[config.mk]
export PLATFORM = sky130hd
export DESIGN_NAME = qapm_serial_div
export DESIGN_NICKNAME = d
export VERILOG_FILES = /design/src/rtl/core/qapm_serial_div.sv
export SDC_FILE = /design/constraint.sdc
export NUM_CORES = 1
export LEC_CHECK = 0
export BUFFER_PORTS_ARGS = -buffer_cell sky130_fd_sc_hd__buf_2
export CAP_MARGIN = 25
export CELL_PAD_IN_SITES_DETAIL_PLACEMENT = 1
export CELL_PAD_IN_SITES_GLOBAL_PLACEMENT = 2
export CORE_ASPECT_RATIO = 1.2
export CORE_MARGIN = 2
export CORE_UTILIZATION = 36
export CTS_CLUSTER_DIAMETER = 50
export DETAILED_ROUTE_END_ITERATION = 12
export HOLD_SLACK_MARGIN = 0.03
export PLACE_DENSITY = 0.93
export SKIP_CTS_REPAIR_TIMING = 1
export SLEW_MARGIN = 20
export SYNTH_ARGS = -nofsm -noshare
export SYNTH_HDL_FRONTEND = slang
export SYNTH_SLANG_ARGS = --single-unit
export TNS_END_PERCENT = 100
[constraint.sdc]
create_clock -name clk -period 6.15 [get_ports clk]
set_clock_uncertainty 0.2 [all_clocks]
set_input_delay 0.615 -clock clk [delete_from_list [all_inputs] [get_ports clk]]
set_output_delay 0.615 -clock clk [all_outputs]
set_load 0.01 [all_outputs]
[src/rtl/core/qapm_serial_div.sv]
module qapm_serial_div (
  input  logic         clk,
  input  logic         rst,
  input  logic         start,
  input  logic [31:0]  num,
  input  logic [9:0]   den,
  output logic         done,
  output logic [31:0]  quot
);
  logic [10:0] rem;
  logic [5:0]  cnt;
  logic        busy;
  logic [10:0] trial;

  assign trial = {rem[9:0], quot[31]};

  always_ff @(posedge clk) begin
    if (rst) begin
      busy <= 1'b0;
      done <= 1'b0;
      cnt  <= '0;
    end else begin
      done <= 1'b0;
      if (start) begin
        busy <= 1'b1;
        cnt  <= '0;
      end else if (busy) begin
        cnt <= cnt + 6'd1;
        if (cnt == 6'd31) begin
          busy <= 1'b0;
          done <= 1'b1;
        end
      end
    end
  end

  always_ff @(posedge clk) begin
    if (start) begin
      quot <= num;
      rem  <= '0;
    end else if (busy) begin
      if (trial >= {1'b0, den}) begin
        rem  <= trial - {1'b0, den};
        quot <= {quot[30:0], 1'b1};
      end else begin
        rem  <= trial;
        quot <= {quot[30:0], 1'b0};
      end
    end
  end
endmodule

# [After elaboration in Yosys (flattened, before gate mapping)]
# Cells that the tools add are included.
[totals] mem_bits_ro=0 ram_bits=0 n_memories=0 ff_bits=50 latch_bits=0
[classes] bitwise=1 div_mod_pow=0 n_shift=0 mux=8 reduce_logical=3 multipliers=0 add_sub_neg=2 eq_ne=1 order_cmp=1
[ops] op="32-bit 2-to-1 mux" count=2
[ops] op="11-bit by 10-bit greater-or-equal comparator with 1-bit output" count=1
[ops] op="10-bit 2-to-1 mux" count=1
[ops] op="10-bit subtractor" count=1
[ops] op="6-bit by 1-bit adder with 6-bit output, second input constant" count=1
[ops] op="6-bit by 5-bit == test with 1-bit output, second input constant" count=1
[ops] op="1-bit 2-to-1 mux" count=5
[ops] op="3-bit OR reduction" count=1
[ops] op="2-bit nonzero test" count=1
[ops] op="2-bit OR reduction" count=1
[ops] op="1-bit NOT" count=1

# [Longest topological paths before layout]
[logic_depth] word_depth=4 ltp_mapped=10 ltp_nobuf=10

# [Worst setup path after synthesis]
# Ideal clock, no wire load.
[synth_timing] path_type="input-to-reg" from="input port den[1]" to="register rem[0]" t_required_ns=5.871 n_path_buf=0 setup_time_ns=0.079 t_arrival_ns=2.321 path_stages=8 slack_ns=3.550 path_cell_list="inv_1 ha_1 nor2b_2 o2111ai_1 a2111o_1 and3_4 mux2_4 a211oi_2"
[synth_between] elab_chain_len=2
[synth_lines] item="start, declared" line="6" source="input logic [9:0] den,"
[synth_lines] item="11-bit by 10-bit greater-or-equal comparator with 1-bit output" line="42" source="if (trial >= {1'b0, den}) begin"
[synth_lines] item="10-bit 2-to-1 mux" line="42"
[synth_lines] item="end signal, assigned" line="43" source="rem <= trial - {1'b0, den};"
[synth_lines] item="end signal, assigned" line="46" source="rem <= trial;"
[synth_lines] item="end, declared" line="10" source="logic [10:0] rem;"
# No other way between the ends.
# A chain may end at the register's enable or synchronous reset.

# [Worst setup path after layout]
[layout_timing] from="register quot[31]" to="register rem[8]"
[layout_between] elab_chain_len=2
[layout_lines] item="start, declared" line="8" source="output logic [31:0] quot"
[layout_lines] item="start signal, assigned" line="39" source="quot <= num;"
[layout_lines] item="start signal, assigned" line="44" source="quot <= {quot[30:0], 1'b1};"
[layout_lines] item="start signal, assigned" line="47" source="quot <= {quot[30:0], 1'b0};"
[layout_lines] item="10-bit subtractor / 11-bit by 10-bit greater-or-equal comparator with 1-bit output (equally long branches)" line="43, 42"
[layout_lines] item="10-bit 2-to-1 mux *" line="42"
# Every way passes the cells marked *; elsewhere a longest branch is shown, timed or not.

==> reports/metrics.csv <==
metric,value,unit
"FFs w/ async S/R, synth",0,%
global route total overflow,0,
Die X,82.9,microns
Starting Density,37.1,%
switching share of power,29.1,%
# clock sinks,50,
Inst Count DP,379,
die area,0.00817,sq mm
clock power share,24.8,%
register share of total power,52.6,%
first-pass GRT wire length,10200,microns
"Critical Path, Cell by Cell",inv_1 -> ha_1 -> inv_1 -> fa_1 -> nand3_1 -> a21oi_1 -> o31a_2 -> or3_1 -> nand3_1 -> a311oi_1,
kind of critical path,register to register,
Mean Syn Cell Area,12.0,sq um
vias in the first global route,2102,
final period utilization,42.1,%
Setup crit start kind,register,
max-cap violations,0,
Final setup viols,0,
Final Hold Viols,0,
Crit-path slowest cell,edfxtp_1,
antenna violations before repair,0,
DRC viols,0,
number of synthesized flops with an enable pin,32,
core area,0.00723,sq mm
GRT Total Usage,15.2,%
Crit path required time,6.09,ns
DPL Wire Length,4700,microns
RSZ-0062 raised after global routing,no,
switching power,0.000229,W
CP endpoint kind,register,
total negative slack,0,ns
status,completed,
Initial DRC Count,63,
FMAX,386,MHz
crit path buf inv count,2,
Tmin final,2.59,ns
Ant. Diodes,0,
Clock Tree Buf Depth,2,
Rel. slew slack,34.0,%
Final Wtd Congestion,0.746,
area of the mapped netlist,0.00269,sq mm
worst hold slack,0.275,ns
number of synthesis warnings,0,
"Seq/Total Area, Yosys",49.2,%
DRT Pass-1 Iters,4,
Netlist cell types,45,
Cells after Synth,223,
share of cells above drive strength 1,42.8,%
Final #Nets,353,
ys flop type,edfxtp_1,
slew at the pin closest to its max-slew limit,0.989,ns
largest net degree at the start of global routing,45,
Worst-Skew Late Latency,0.31,ns
Post-Layout Cell Count,387,
CP peak stage delay,0.40,ns
VDD IR max,0.125,mV
FP Rows,34,
routed length per instance,15.9,microns
Die Ht,98.6,microns
number of I/O port buffers,77,
"FF+latch count, synth",50,
clk root buf,clkbuf_8,
worst hold path type,input port to register,
WL final,6150,microns
CP top delay family,adder cells,
Final Max Slew Viols,0,
vias post-DR,1961,
TritonCTS Buffers,5,
Worst-path clk slew,0.09,ns
Int Pwr,0.000559,W
syn_nets,280,
CTS tree,done,
PwrDens,248,mW/mm^2
Leak Pwr,1.36,nW
WP data arrival,2.53,ns
H-tree Lvls,2,
combinational share of power,22.6,%
number of I/O pins,78,
Max Fanout on Critical Path,3,
DR vias/cell,5.07,
area delta synth->final,18.1,%
"antenna viol nets, final",0,
[power groups by stage]
| stage | sequential [W] | clock, W | combinational [W] |
|---|---|---|---|
| floorplan | 0.000427 | 0 | 0.000116 |
| global placement | 0.000421 | 0 | 0.000175 |
| detailed placement | 0.000422 | 0 | 0.000179 |
| CTS | 0.000415 | 0.000205 | 0.000181 |
| global route | 0.000421 | 0.000212 | 0.000198 |
| finish | 0.000415 | 0.000196 | 0.000178 |
[logic make-up (layout without fill, tap and decap cells)]
group                      count (synthesis)  count (layout)  synth area share, %
AOI/OAI and AO/OA                         37              37                 10.0
and+or+nand+nor                           53              53                 10.4
DFF                                       50              50                 49.2
buffers and inverters                     23              97                 5.40
muxes                                     38              38                 15.8
xor gates and xnor gates                  10              10                 3.26
adders and majority gates                 12              12                 5.87
[cell usage after synthesis, types with 4 or more instances]
master	number	area share, %
edfxtp_1	32	36
mux2_2	32	13
dfxtp_1	18	13
nor2_1	16	2.2
inv_1	12	1.7
ha_1	11	5.1
nand2_1	11	1.5
xor2_1	8	2.6
a21oi_1	6	1.1
nand4_1	6	1.4
a211oi_1	5	1.4
mux2i_1	5	1.9
o21ai_0	5	0.93
clkbuf_1	4	0.56
clkbuf_8	4	2.0
nand3_1	4	0.75
[layout make-up]
class                      instances  area (sq um)
tap                               90           113
sequential                        50          1320
fill                             840          4060
clock inverter                     3          20.0
multi-input combinational        150          1220
inverter                          12          45.0
timing repair buffer              77           385
clock buffer                       5          68.8
[cells in the final DEF (no fill, tap or decap), types with 2 or more instances in the layout]
master,n
a211oi_1,5
a211oi_2,2
a21o_1,3
a21oi_1,6
a31oi_1,3
buf_2,77
clkbuf_8,5
dfxtp_1,18
edfxtp_1,32
ha_1,11
inv_1,12
mux2_2,32
mux2i_1,5
nand2_1,11
nand3_1,4
nand3_2,2
nand4_1,6
nor2_1,16
nor2b_1,3
o21a_1,2
o21ai_0,5
o22ai_1,2
or2_2,2
or3_1,3
xnor2_1,2
xor2_1,8
[worst paths after layout]
kind	from	endpoint	slack [ns]	cells past startpoint
worst min register to register	cnt[5]	done	0.29	1
worst max-delay path	quot[31]	rem[8]	3.56	10
worst min-delay path	rst	busy	0.27	2
worst max register to register	quot[31]	rem[8]	3.56	10
[worst reg2reg max path: stages, from the launching register on]
cell      delay (ns)
edfxtp_1        0.40
inv_1           0.10
ha_1            0.18
inv_1           0.06
fa_1            0.40
nand3_1         0.16
a21oi_1         0.09
o31a_2          0.35
or3_1           0.32
nand3_1         0.09
a311oi_1        0.09
[sequential cells by signal (all words and copies together) (netlist names)]
register	count
done	1
cnt	6
busy	1
rem	10
quot	32
[routing by layer]
layer	vias up	routed length [microns]	track usage (%)
met5	-	0	0
li1	970	-	-
met4	0	82	4.92
met2	47	3370	27.7
met1	937	2490	18.2
met3	7	208	2.51
[stage by stage]
step	area, sq um	total power [W]	util (%)	worst slack, ns
floorplan	2690	0.000543	-	3.55
detailed placement	3080	0.000602	42.6	3.29
finish	3170	0.000788	43.9	3.56
global route	3170	0.000830	43.9	3.37
CTS	3170	0.000800	43.9	3.55
global placement	3080	0.000597	42.6	3.33
No activity file was read; power rests on OpenSTA's default activity.
