$ cat src/rtl/core/qapm_serial_mul.sv
module qapm_serial_mul (
  input  logic         clk,
  input  logic         rst,
  input  logic         start,
  input  logic [63:0]  a,
  input  logic [31:0]  b,
  output logic         done,
  output logic [95:0]  prod
);
  logic [63:0] acc_a;
  logic [31:0] sh_b;
  logic [5:0]  cnt;
  logic        busy;

  always_ff @(posedge clk) begin
    if (rst) begin
      busy <= 1'b0;
      done <= 1'b0;
      cnt  <= '0;
    end else begin
      done <= 1'b0;
      if (start) begin
        busy <= 1'b1;
        cnt  <= '0;
      end else if (busy) begin
        cnt <= cnt + 6'd1;
        if (cnt == 6'd31) begin
          busy <= 1'b0;
          done <= 1'b1;
        end
      end
    end
  end

  always_ff @(posedge clk) begin
    if (start) begin
      acc_a <= a;
      sh_b  <= b;
      prod  <= '0;
    end else if (busy) begin
      prod <= {(sh_b[0] ? {1'b0, prod[95:32]} + {1'b0, acc_a} : {1'b0, prod[95:32]}),
               prod[31:1]};
      sh_b <= {1'b0, sh_b[31:1]};
    end
  end
endmodule

$ cat config.mk
export PLATFORM = sky130hd
export DESIGN_NAME = qapm_serial_mul
export DESIGN_NICKNAME = d
export VERILOG_FILES = /design/src/rtl/core/qapm_serial_mul.sv
export SDC_FILE = /design/constraint.sdc
export NUM_CORES = 1
export LEC_CHECK = 0
export BUFFER_PORTS_ARGS = -buffer_cell sky130_fd_sc_hd__buf_2
export CORE_ASPECT_RATIO = 0.75
export CORE_MARGIN = 2
export CORE_UTILIZATION = 45
export DETAILED_ROUTE_END_ITERATION = 16
export PLACE_DENSITY = 0.69
export SYNTH_ARGS = -nofsm -noshare
export SYNTH_HDL_FRONTEND = slang
export SYNTH_SLANG_ARGS = --single-unit
$ cat constraint.sdc
create_clock -name clk -period 3.3 [get_ports clk]
set_clock_uncertainty 0.05 [all_clocks]
set_input_delay 0.33 -clock clk [delete_from_list [all_inputs] [get_ports clk]]
set_output_delay 0.33 -clock clk [all_outputs]
set_load 0.05 [all_outputs]
* Yosys cells after proc, flatten, opt, wreduce, memory -nomap -nowiden
Cells that the tools add are included.
W data, S select, Z words.
** Cells by class
- Bitwise operators :: 1
- Reduce and logical (&&, ||, !) cells :: 3
- Add/sub/neg operators :: 2
- Equal/unequal tests :: 1
- Multiplexer cells :: 7
** Operator list (count)
- $add A64 B64 Y65 :: 1
- $mux W65 :: 1
- $mux W32 :: 2
- $add A6 B1 Y6 const B :: 1
- $eq A6 B5 Y1 const B :: 1
- $mux W1 :: 4
- $reduce_or A3 Y1 :: 1
- $reduce_bool A2 Y1 :: 1
- $reduce_or A2 Y1 :: 1
- $not A1 Y1 :: 1
** Word-level totals
- Word-level logic and storage cells :: 20
- Input bits :: 99
- Register bits :: 200
- Output and inout bits :: 97

* Logic depth before layout (Yosys ltp)
Gate-level depths: netlist (run 1).
- Depth after elaboration :: 4
- Gate-level depth with buffers :: 12
- Gate-level depth less buffers :: 12

* Worst setup path before layout (run 1)
OpenSTA, ideal clock, no wires.
- Kind :: register -> register
- From :: register prod[32]
- To :: register prod[87]
- Slack :: -0.026 ns
- Required time :: 3.116 ns
- Clock period less this slack :: 3.326 ns
- Data arrival time :: 3.142 ns
- Stages on the path, launching flop included :: 13
- Buffers on the path :: 0
- Setup time :: 0.134 ns
- Path through :: dfxtp_1 > ha_1 > fa_1 > a211oi_1 > o21ai_1 > o2111ai_2 > a211oi_2 > nor3_2 > o21ai_1 > a31o_2 > a211oi_2 > xor2_1 > o22ai_1
** On the way
- Longest elaborated chain between the ends :: 2
** Ends and longest elaborated chain
- start, declared :: line 8 : output logic [95:0] prod
- start signal, assigned :: line 41 : prod <= {(sh_b[0] ? {1'b0, prod[95:32]} + {1'b0, acc_a} : {1'b0, prod[95:32]}),
- $add A64 B64 Y65 :: line 41
- $mux W65 :: line 41
Every way passes these cells.
A chain may end at the register's enable or synchronous reset.

* Worst setup path in the final report (run 1)
- From :: register acc_a[1]
- To :: register prod[80]
** On the way
- Longest elaborated chain between the ends :: 2
** Ends and longest elaborated chain
- start, declared :: line 10 : logic [63:0] acc_a;
- start signal, assigned :: line 37 : acc_a <= a;
- $add A64 B64 Y65 :: line 41
- $mux W65 :: line 41
Every way passes these cells.

==> results of run 1 <==
==> worst paths after layout <==
check	from	end	slack (ns)
hold reg to reg	cnt[5]	done	0.42
hold / removal	a[42]	acc_a[42]	0.03
setup / recovery	acc_a[1]	prod[80]	0.05
setup reg to reg	acc_a[1]	prod[80]	0.05
==> metrics by stage <==
step	instance area, sq um	worst slack, ns
4_1_cts	13900	-0.00118
3_3_place_gp	12700	0.0168
6_report	14000	0.0514
5_1_grt	14000	-0.0316
2_1_floorplan	11300	0.00135
3_5_place_dp	12700	-0.0372
==> cell type report <==
class                      count  area, sq um  share of cell area
multi-input combinational    845         6060               0.433
sequential                   200         4970               0.355
timing repair buffer         297         1910               0.136
clock buffer                  17          425              0.0304
tap                          338          423              0.0302
clock inverter                15          168              0.0120
inverter                      15         56.3             0.00402
==> state kept, by name (all words and copies together) (netlist names) <==
| signal | flops |
|---|---|
| busy | 1 |
| prod | 96 |
| cnt | 6 |
| sh_b | 32 |
| acc_a | 64 |
| done | 1 |
==> layer usage <==
metal,part of all wire,vias to the layer above,track usage
met5,0,-,0
met4,0.012,0,0.0560
met3,0.061,22,0.0493
met2,0.42,311,0.325
met1,0.51,4536,0.329
li1,-,4712,-
==> worst max-delay path, delay by kind of cell, from the launching register on <==
family          cells  cell delay (ns)
fa+ha+maj           1             0.30
compound gates      7             1.71
simple gates        2             0.50
flops               1             0.43
xor+xnor            1             0.17
==> repair_timing <==
| item | in CTS | in global routing |
|---|---|---|
| endpoints found under the setup margin | 7 | 21 |
| buffers inserted | 3 | 3 |
| gates resized for setup | 4 | 23 |
| hold endpoints to repair | 58 | 0 |
| hold buffers | 58 | 0 |
| pin swaps | 5 | 11 |
==> cell families after synthesis <==
logic type / Yosys count / synth area share
xor+xnor: 62 / 0.0482
mux: 100 / 0.0922
fa+ha+maj: 66 / 0.0739
buf+inv: 90 / 0.0309
compound gates: 314 / 0.190
flops: 200 / 0.440
simple gates: 303 / 0.125
==> power breakdown <==
group / switching, mW / total, mW / internal [mW]
combinational: 1.34 / 2.21 / 0.866
sequential: 0.140 / 2.95 / 2.81
clock: 1.01 / 2.14 / 1.13
==> layout by cell type (no fill, tap or decap), types with 52 or more instances in the layout <==
master | netlist | routed
buf_2 | 8 | 194
nor2_1 | 135 | 132
dfxtp_1 | 104 | 103
edfxtp_1 | 96 | 96
a21oi_1 | 82 | 82
mux2i_1 | 69 | 69
ha_1 | 65 | 59
dlygate4sd3_1 | 0 | 58
nand2_1 | 54 | 54
a211oi_1 | 55 | 52
==> run_results.csv, run 1 <==
group,metric,value,unit
die,initial_core_util,0.455,
clock_tree,cts_tree,"done",
timing,hold_viol_final,0,
global_route,grt_pass1_wl,47200,um
clock_tree,cts_buffers,17,
timing,slew_violations,0,
die,rows,50,
synth,ys_ff_latch,200,
timing,setup_viol,0,
timing,max_freq,308,MHz
route,initialDrtViolationCount,726,
worst_hold_path,worstHoldPathCells,1,
die,die_w,187,um
run_status,status,"finished, final reports clean",
clock_tree,clock-sinks,200,
synth,synth_flop_cell,"dfxtp_1",
route,drt-vias-per-instance,5.55,
placement,place.detailed.hpwl,20700,um
worst_setup_path,crit_fanout,5,
placement,place_inst,1631,
layout,fillCellCount,2221,
route,drt_first_pass_iters,7,
worst_setup_path,cpPeakStageDelay,0.46,ns
worst_setup_path,r2r_cells,11,
global_route,grt_overflow,0,
layout,area_growth,24.2,%
clock_tree,h-tree-depth,4,
timing,grt_setup_unrepaired,"true",
die,core_area,24800,sq um
synth,synth_common_cells,"nor2_1 (135), dfxtp_1 (104), edfxtp_1 (96)",
timing,maxSlewHeadroom,0.189,
die,die_area,26400,sq um
layout,final_nets,1541,
synth,synth_area_leaders,"edfxtp_1 (26%), dfxtp_1 (18%), ha_1 (7.2%)",
clock_tree,clk_pin_slew,0.07,ns
worst_setup_path,worstPathArrival,3.55,ns
clock_tree,root_buffer,"clkbuf_16",
power,power_density,521,nW/um^2
synth,post_synth_inst_count,1135,
clock_tree,ctsLongestPathBuffers,2,
route,ant_nets,0,
worst_setup_path,crit_top_cell,"a21oi_1",
synth,synthDistinctLibCells,67,
timing,worstMarginPinSlew,1.22,ns
route,routed_wl,29500,um
worst_setup_path,worst_setup_path_start_kind,"flop",
synth,async_flop_share,0,
route,vias,9581,
placement,gp_congestion,0.867,
worst_setup_path,slowest_stage,"o31ai_2",
synth,synthesis.area,11300,sq um
synth,yosysWarnings,0,
synth,synth_seq_area_share,0.440,
global_route,grt_use_total,0.222,
route,drc,0,
power,ir_drop,0.000377,V
die,die_h,141,um
timing,setup_tns,0,ns
layout,post_layout_nonfiller_instances,1727,
synth,synth.most_common_cell,"nor2_1",
synth,yosys.area.top_type,"edfxtp_1",
layout,drive_gt1_frac,0.246,
power,p_leak,6.18,nW
worst_setup_path,path_class,"reg -> reg",
synth,post_synth.cell_area_avg,9.93,sq um
synth,synth_top_area_frac,0.256,
flow_run,maxCapViolCount,0,
global_route,grt_pass1_vias,9053,
clock_tree,clk_latency,0.45,ns
worst_setup_path,required,3.61,ns
layout,num_antenna_cells,0,
die,io_pins,196,
global_route,antenna_found_initial,0,
timing,holdWs,0.0272,ns
worst_setup_path,cp-end-kind,"flop",
worst_hold_path,hold_path_class,"in -> reg",
route,avgRoutedWirePerCell,17.1,um
timing,post-route-min-period,3.25,ns
synth,synth_edf_count,96,
global_route,grt_max_degree,122,
worst_setup_path,crit_path_cell_trace,"ha_1 -> a21oi_1 -> nand4b_1 -> a21boi_1 -> a21oi_1 -> o211ai_1 -> nand2_1 -> o31ai_2 -> a21oi_1 -> xor2_1 -> a211oi_1",
timing,period_share,0.984,
placement,port-buffer-count,195,
layout,final_core_utilization,0.565,
power,power,7.30,mW
synth,synth_nets,1300,
(Power assumes the default switching activity.)
==> run 2: changes to the inputs <==
- CORE_MARGIN: 2 -> unset
- RECOVER_POWER: unset -> 50
==> run 2 against run 1 <==
The run now ends with capacitance limit, slew limit left; design area down 0.65%; critical path depth up 1; combinational power about the same; routed wire length down 0.76%; via count up 0.28%; clock power down 6%; register-to-register slack better by 0.04 ns; worst setup slack better by 0.041 ns; first-iteration DRC count down 0.28%; utilization up 0.78 points; sequential power about the same; worst hold slack worse by 0.0094 ns; critical path type unchanged; critical endpoint is now prod[55].
==> run_results.csv, run 2 (synthesis gave the netlist of run 1 again) <==
group,metric,value,unit
run_status,status,"finished, violations left",
run_status,failed_checks,"capacitance limit, slew limit",
die,die_h,139,um
power,pwr-share-clk,0.281,
timing,setup_tns,0,ns
timing,setup_slack,0.0925,ns
flow_run,maxCapViolCount,1,
route,drc,0,
timing,period_share,0.972,
layout,largest_reg_flops,96,
worst_hold_path,hp-start,"a[40]",
placement,port-buffer-count,195,
timing,hold_viol_final,0,
worst_setup_path,crit_fanout,3,
layout,top_register,"prod",
layout,final_cell_mix,"buf_2 (148), nor2_1 (134), dfxtp_1 (103)",
timing,post-route-min-period,3.21,ns
placement,place.detailed.hpwl,20800,um
worst_setup_path,required,3.60,ns
layout,drive_gt1_frac,0.215,
global_route,grt_overflow,0,
timing,setup_viol,0,
die,io_pins,196,
power,pwr-share-seq,0.410,
layout,area_growth,23.4,%
power,p_leak,5.95,nW
worst_setup_path,cp-end-kind,"flop",
route,vias,9608,
worst_setup_path,worst_setup_path_start_kind,"flop",
clock_tree,h-tree-depth,4,
layout,final_nets,1535,
power,ir_drop,0.000390,V
timing,slew_violations,42,
placement,gp_congestion,0.918,
worst_setup_path,cpPeakStageDelay,0.40,ns
global_route,grt_max_degree,113,
worst_setup_path,path_class,"reg -> reg",
die,initial_core_util,0.464,
clock_tree,ctsLongestPathBuffers,2,
layout,post_layout_nonfiller_instances,1715,
timing,max_freq,312,MHz
placement,pre_cts_ws,0.0301,ns
worst_hold_path,worstHoldPathCells,1,
global_route,antenna_found_initial,2,
global_route,grt_pass1_vias,8931,
worst_setup_path,slowest_stage,"a311o_2",
placement,place_inst,1624,
layout,top_regs,"prod (96), acc_a (64), sh_b (32)",
route,avgRoutedWirePerCell,17.1,um
worst_setup_path,r2r-start,"acc_a[0]",
power,p_comb_frac,0.308,
worst_hold_path,hold_path_end,"acc_a[40]",
worst_setup_path,r2r_cells,12,
clock_tree,clk_pin_slew,0.07,ns
clock_tree,root_buffer,"clkbuf_16",
worst_setup_path,r2r-end,"prod[55]",
global_route,grt_pass1_wl,46200,um
route,drt_first_pass_iters,6,
route,ant_nets,0,
route,initialDrtViolationCount,724,
worst_setup_path,crit_path_cell_trace,"ha_1 -> fa_2 -> a211oi_2 -> o21ai_2 -> a31o_2 -> a311o_2 -> nor2_1 -> o41ai_2 -> a311o_1 -> xor2_1 -> mux2i_1 -> a211oi_1",
timing,grt_setup_unrepaired,"true",
route,routed_wl,29300,um
timing,maxSlewHeadroom,-0.304,
worst_setup_path,rrSetupSlack,0.09,ns
clock_tree,cts_buffers,17,
power,power.internal,4.67,mW
clock_tree,clk_latency,0.45,ns
power,power_density,516,nW/um^2
layout,layout_commonest_cell,"buf_2",
die,die_w,185,um
timing,worstMarginPinSlew,1.96,ns
worst_setup_path,worstPathArrival,3.51,ns
die,die_area,25700,sq um
power,p_switching,2.51,mW
clock_tree,clock-sinks,200,
route,drt-vias-per-instance,5.60,
global_route,grt_use_total,0.227,
die,core_area,24300,sq um
worst_hold_path,hold_path_class,"in -> reg",
power,switching_share,0.350,
die,rows,49,
clock_tree,cts_tree,"done",
## run 2: cell count changes in the layout (fill, tap and decap cells not counted), moves of 2 or more
cell,previous run,this run
buf_2,194,148
ha_2,6,2
nor2_1,132,134
clkbuf_1,0,47
clkinv_8,0,2
bufinv_16,2,0
dlygate4sd3_1,58,51
ha_4,0,5
nor2_2,3,1
a211oi_1,52,54
## run 2: critical path: cells and delay by family, from the launching register on
family	cells	cell delay [ns]
AOI/OAI and AO/OA	7	1.74
xor gates and xnor gates	1	0.14
adders and majority gates	2	0.58
DFF	1	0.38
muxes	1	0.09
and+or+nand+nor	1	0.14
## run 2: per-layer routing
layer,up-vias,global-route usage,wire length (um)
met2,368,0.330,12400
met4,2,0.0648,372
met3,31,0.0544,2280
met5,-,0,13
met1,4515,0.331,14200
li1,4692,-,-
## run 2: what timing repair did
action / in CTS / in global routing
resized for setup: 1 / 31
hold endpoints to repair: 51 / 0
setup endpoints to repair: 1 / 25
setup buffers: 0 / 7
hold buffers: 51 / 0
pin swaps: 0 / 10
## run 2: how the worst max path moves through the flow
stage,from,end,slack [ns],cells past startpoint
global placement,acc_a[0],prod[55],0.04,12
global route,acc_a[34],prod[88],-0.03,11
detailed placement,acc_a[1],prod[80],0.03,11
finish,acc_a[0],prod[55],0.09,12
CTS,acc_a[0],prod[55],0.007,12
floorplan,prod[32],prod[55],0.001,12
## run 2: layout make-up
cell class,instances,area [sq um]
multi-input cells,845,6120
clock buffers,17,425
flip-flops and latches,200,4970
diodes,1,2.50
fillers,2161,10400
well taps,331,414
repair buffers,291,1780
clock inverters,15,144
inverters,15,56.3
## run 2: power groups by stage
stage / Combinational (mW) / Clock, mW / Sequential, mW
after floorplan: 1.26 / 0 / 3.23
after global placement: 2.06 / 0 / 2.99
after detailed placement: 2.07 / 0 / 2.99
after CTS: 2.13 / 2.07 / 2.94
after global routing: 2.40 / 2.15 / 2.97
final: 2.21 / 2.02 / 2.95
## run 2: stage by stage
step	hold slack [ns]	instance area (sq um)	util	power, mW
global placement	0.407	12700	0.522	5.05
detailed placement	0.410	12700	0.522	5.06
floorplan	0.351	11300	-	4.49
finish	0.0178	13900	0.573	7.18
global route	0.00290	13900	0.573	7.52
CTS	0.0000323	13800	0.567	7.15
==> run 3: changes to the inputs <==
==> constraint.sdc (replaced) <==
create_clock -name clk -period 3.3 [get_ports clk]
set_clock_uncertainty 0.05 [all_clocks]
set_input_delay 0.165 -clock clk [delete_from_list [all_inputs] [get_ports clk]]
set_output_delay 0.165 -clock clk [all_outputs]
set_load 0.05 [all_outputs]
==> run 3 against run 2 <==
The flow still finishes with violations (capacitance limit, slew limit); clock-buffer cell count stayed put; final cell count is 2.4% higher; maximum frequency grew 0.99%; power grew 1.4%; register-to-register slack better by 0.03 ns; worst hold slack better by 0.10 ns; largest cell class unchanged; combinational power about the same; via count grew 0.73%; critical path depth shrank 1; die area unchanged; flip-flop and latch count unchanged; clock power grew 5%.
==> run_results.csv, run 3 (synthesis gave the netlist of run 1 again) <==
group,metric,value,unit
placement,gp_congestion,0.910,
clock_tree,ctsLongestPathBuffers,2,
power,p_comb_frac,0.305,
global_route,antenna_found_initial,0,
die,io_pins,196,
timing,max_freq,315,MHz
route,initialDrtViolationCount,683,
layout,final_cell_mix,"nor2_1 (133), buf_2 (127), dfxtp_1 (104)",
placement,pre_cts_ws,0.0469,ns
timing,maxSlewHeadroom,-0.112,
power,switching_share,0.348,
layout,final_nets,1578,
timing,worstMarginPinSlew,1.67,ns
placement,place.detailed.hpwl,20900,um
clock_tree,cts_buffers,17,
global_route,grt_max_degree,86,
layout,top_regs,"prod (96), acc_a (64), sh_b (32)",
layout,fillCellCount,2159,
global_route,grt_use_total,0.234,
power,power.internal,4.75,mW
die,die_area,25700,sq um
flow_run,maxCapViolCount,1,
timing,holdWs,0.119,ns
die,rows,49,
power,power,7.29,mW
timing,setup_slack,0.124,ns
worst_hold_path,hold_path_class,"in -> reg",
layout,layout_commonest_cell,"nor2_1",
clock_tree,clk_pin_slew,0.08,ns
power,p_leak,6.03,nW
route,avgRoutedWirePerCell,17.1,um
power,ir_drop,0.000391,V
run_status,failed_checks,"capacitance limit, slew limit",
worst_setup_path,required,3.60,ns
worst_setup_path,r2r-start,"acc_a[44]",
worst_setup_path,rrSetupSlack,0.12,ns
clock_tree,root_buffer,"clkbuf_16",
clock_tree,h-tree-depth,4,
worst_setup_path,worst_setup_path_start_kind,"flop",
die,die_w,185,um
layout,area_growth,26.4,%
placement,port-buffer-count,195,
clock_tree,clock-sinks,200,
route,drt_first_pass_iters,5,
route,drc,0,
worst_setup_path,path_class,"reg -> reg",
die,initial_core_util,0.464,
clock_tree,cts_tree,"done",
timing,hold_viol_final,0,
die,core_area,24300,sq um
route,ant_nets,0,
route,routed_wl,30000,um
timing,period_share,0.962,
timing,post-route-min-period,3.18,ns
timing,setup_viol,0,
global_route,grt_pass1_vias,9077,
power,pwr-share-seq,0.403,
power,pwr-share-clk,0.291,
run_status,status,"finished, violations left",
route,drt-vias-per-instance,5.51,
die,die_h,139,um
timing,slew_violations,34,
worst_setup_path,worstPathArrival,3.48,ns
clock_tree,clk_latency,0.45,ns
layout,drive_gt1_frac,0.189,
power,p_switching,2.54,mW
layout,largest_reg_flops,96,
worst_hold_path,hp-start,"start",
layout,num_antenna_cells,0,
worst_setup_path,cp-startpoint,"acc_a[44]",
power,power_density,511,nW/um^2
worst_setup_path,cp-end-kind,"flop",
global_route,grt_overflow,0,
global_route,grt_pass1_wl,47900,um
layout,top_register,"prod",
worst_setup_path,crit_fanout,6,
route,vias,9678,
run 3: cell types whose count changed in the layout (fill, tap and decap cells not counted), sizes merged:
cell	previous run	this run
buf	193	169
clkbuf	64	85
bufinv	0	1
dlygate4sd3	51	97
clkinv	6	2
inv	20	23
diode	1	0
run 3: timing repair:
item	in CTS	in global routing
setup endpoints to repair	1	30
pin swaps	0	9
endpoints found under the hold margin	97	0
buffers inserted	0	4
hold buffers	97	0
resized for setup	1	22
run 3: power groups by stage:
stage,Combinational (mW),Sequential (mW),Clock (mW)
CTS,2.17,2.94,2.18
global route,2.41,2.96,2.26
finish,2.22,2.94,2.12
global placement,2.05,2.99,0
detailed placement,2.07,2.99,0
floorplan,1.26,3.23,0
run 3: layer usage:
| metal | global-route usage | wire [um] |
|---|---|---|
| met4 | 0.0570 | 437 |
| met5 | 0 | 0 |
| met3 | 0.0504 | 1860 |
| met2 | 0.351 | 12900 |
| met1 | 0.341 | 14800 |
run 3: path summary, 6_finish.rpt:
kind,to,depth (start not counted)
setup / recovery,prod[94],11
setup reg to reg,prod[94],11
hold reg to reg,prod[0],2
hold / removal,prod[24],2
run 3: cell type report:
cell class / instances / area, sq um / area share
Sequential cell: 200 / 4960 / 0.348
Timing Repair Buffer: 334 / 2180 / 0.153
Tap cell: 331 / 414 / 0.0291
Multi-Input combinational cell: 845 / 6050 / 0.425
Clock inverter: 15 / 160 / 0.0112
Clock buffer: 17 / 425 / 0.0298
Inverter: 15 / 56.3 / 0.00395
run 3: critical path, stage by stage, from the launching register on:
cell,delay (ns)
edfxtp_1,0.38
ha_1,0.38
a21o_1,0.21
a21o_1,0.18
a221oi_2,0.31
o31ai_1,0.12
or3_1,0.33
o21a_1,0.28
a221oi_4,0.32
o31ai_1,0.14
xnor2_1,0.14
a211oi_1,0.24
run 3: through the flow:
step / TNS (ns) / std cells / utilization / instance area (sq um)
finish: 0 / 1757 / 0.587 / 14300
global route: -0.0135 / 1757 / 0.587 / 14300
CTS: 0 / 1753 / 0.586 / 14200
detailed placement: 0 / 1624 / 0.522 / 12700
global placement: 0 / 1624 / 0.522 / 12700
floorplan: 0 / 1135 / - / 11300
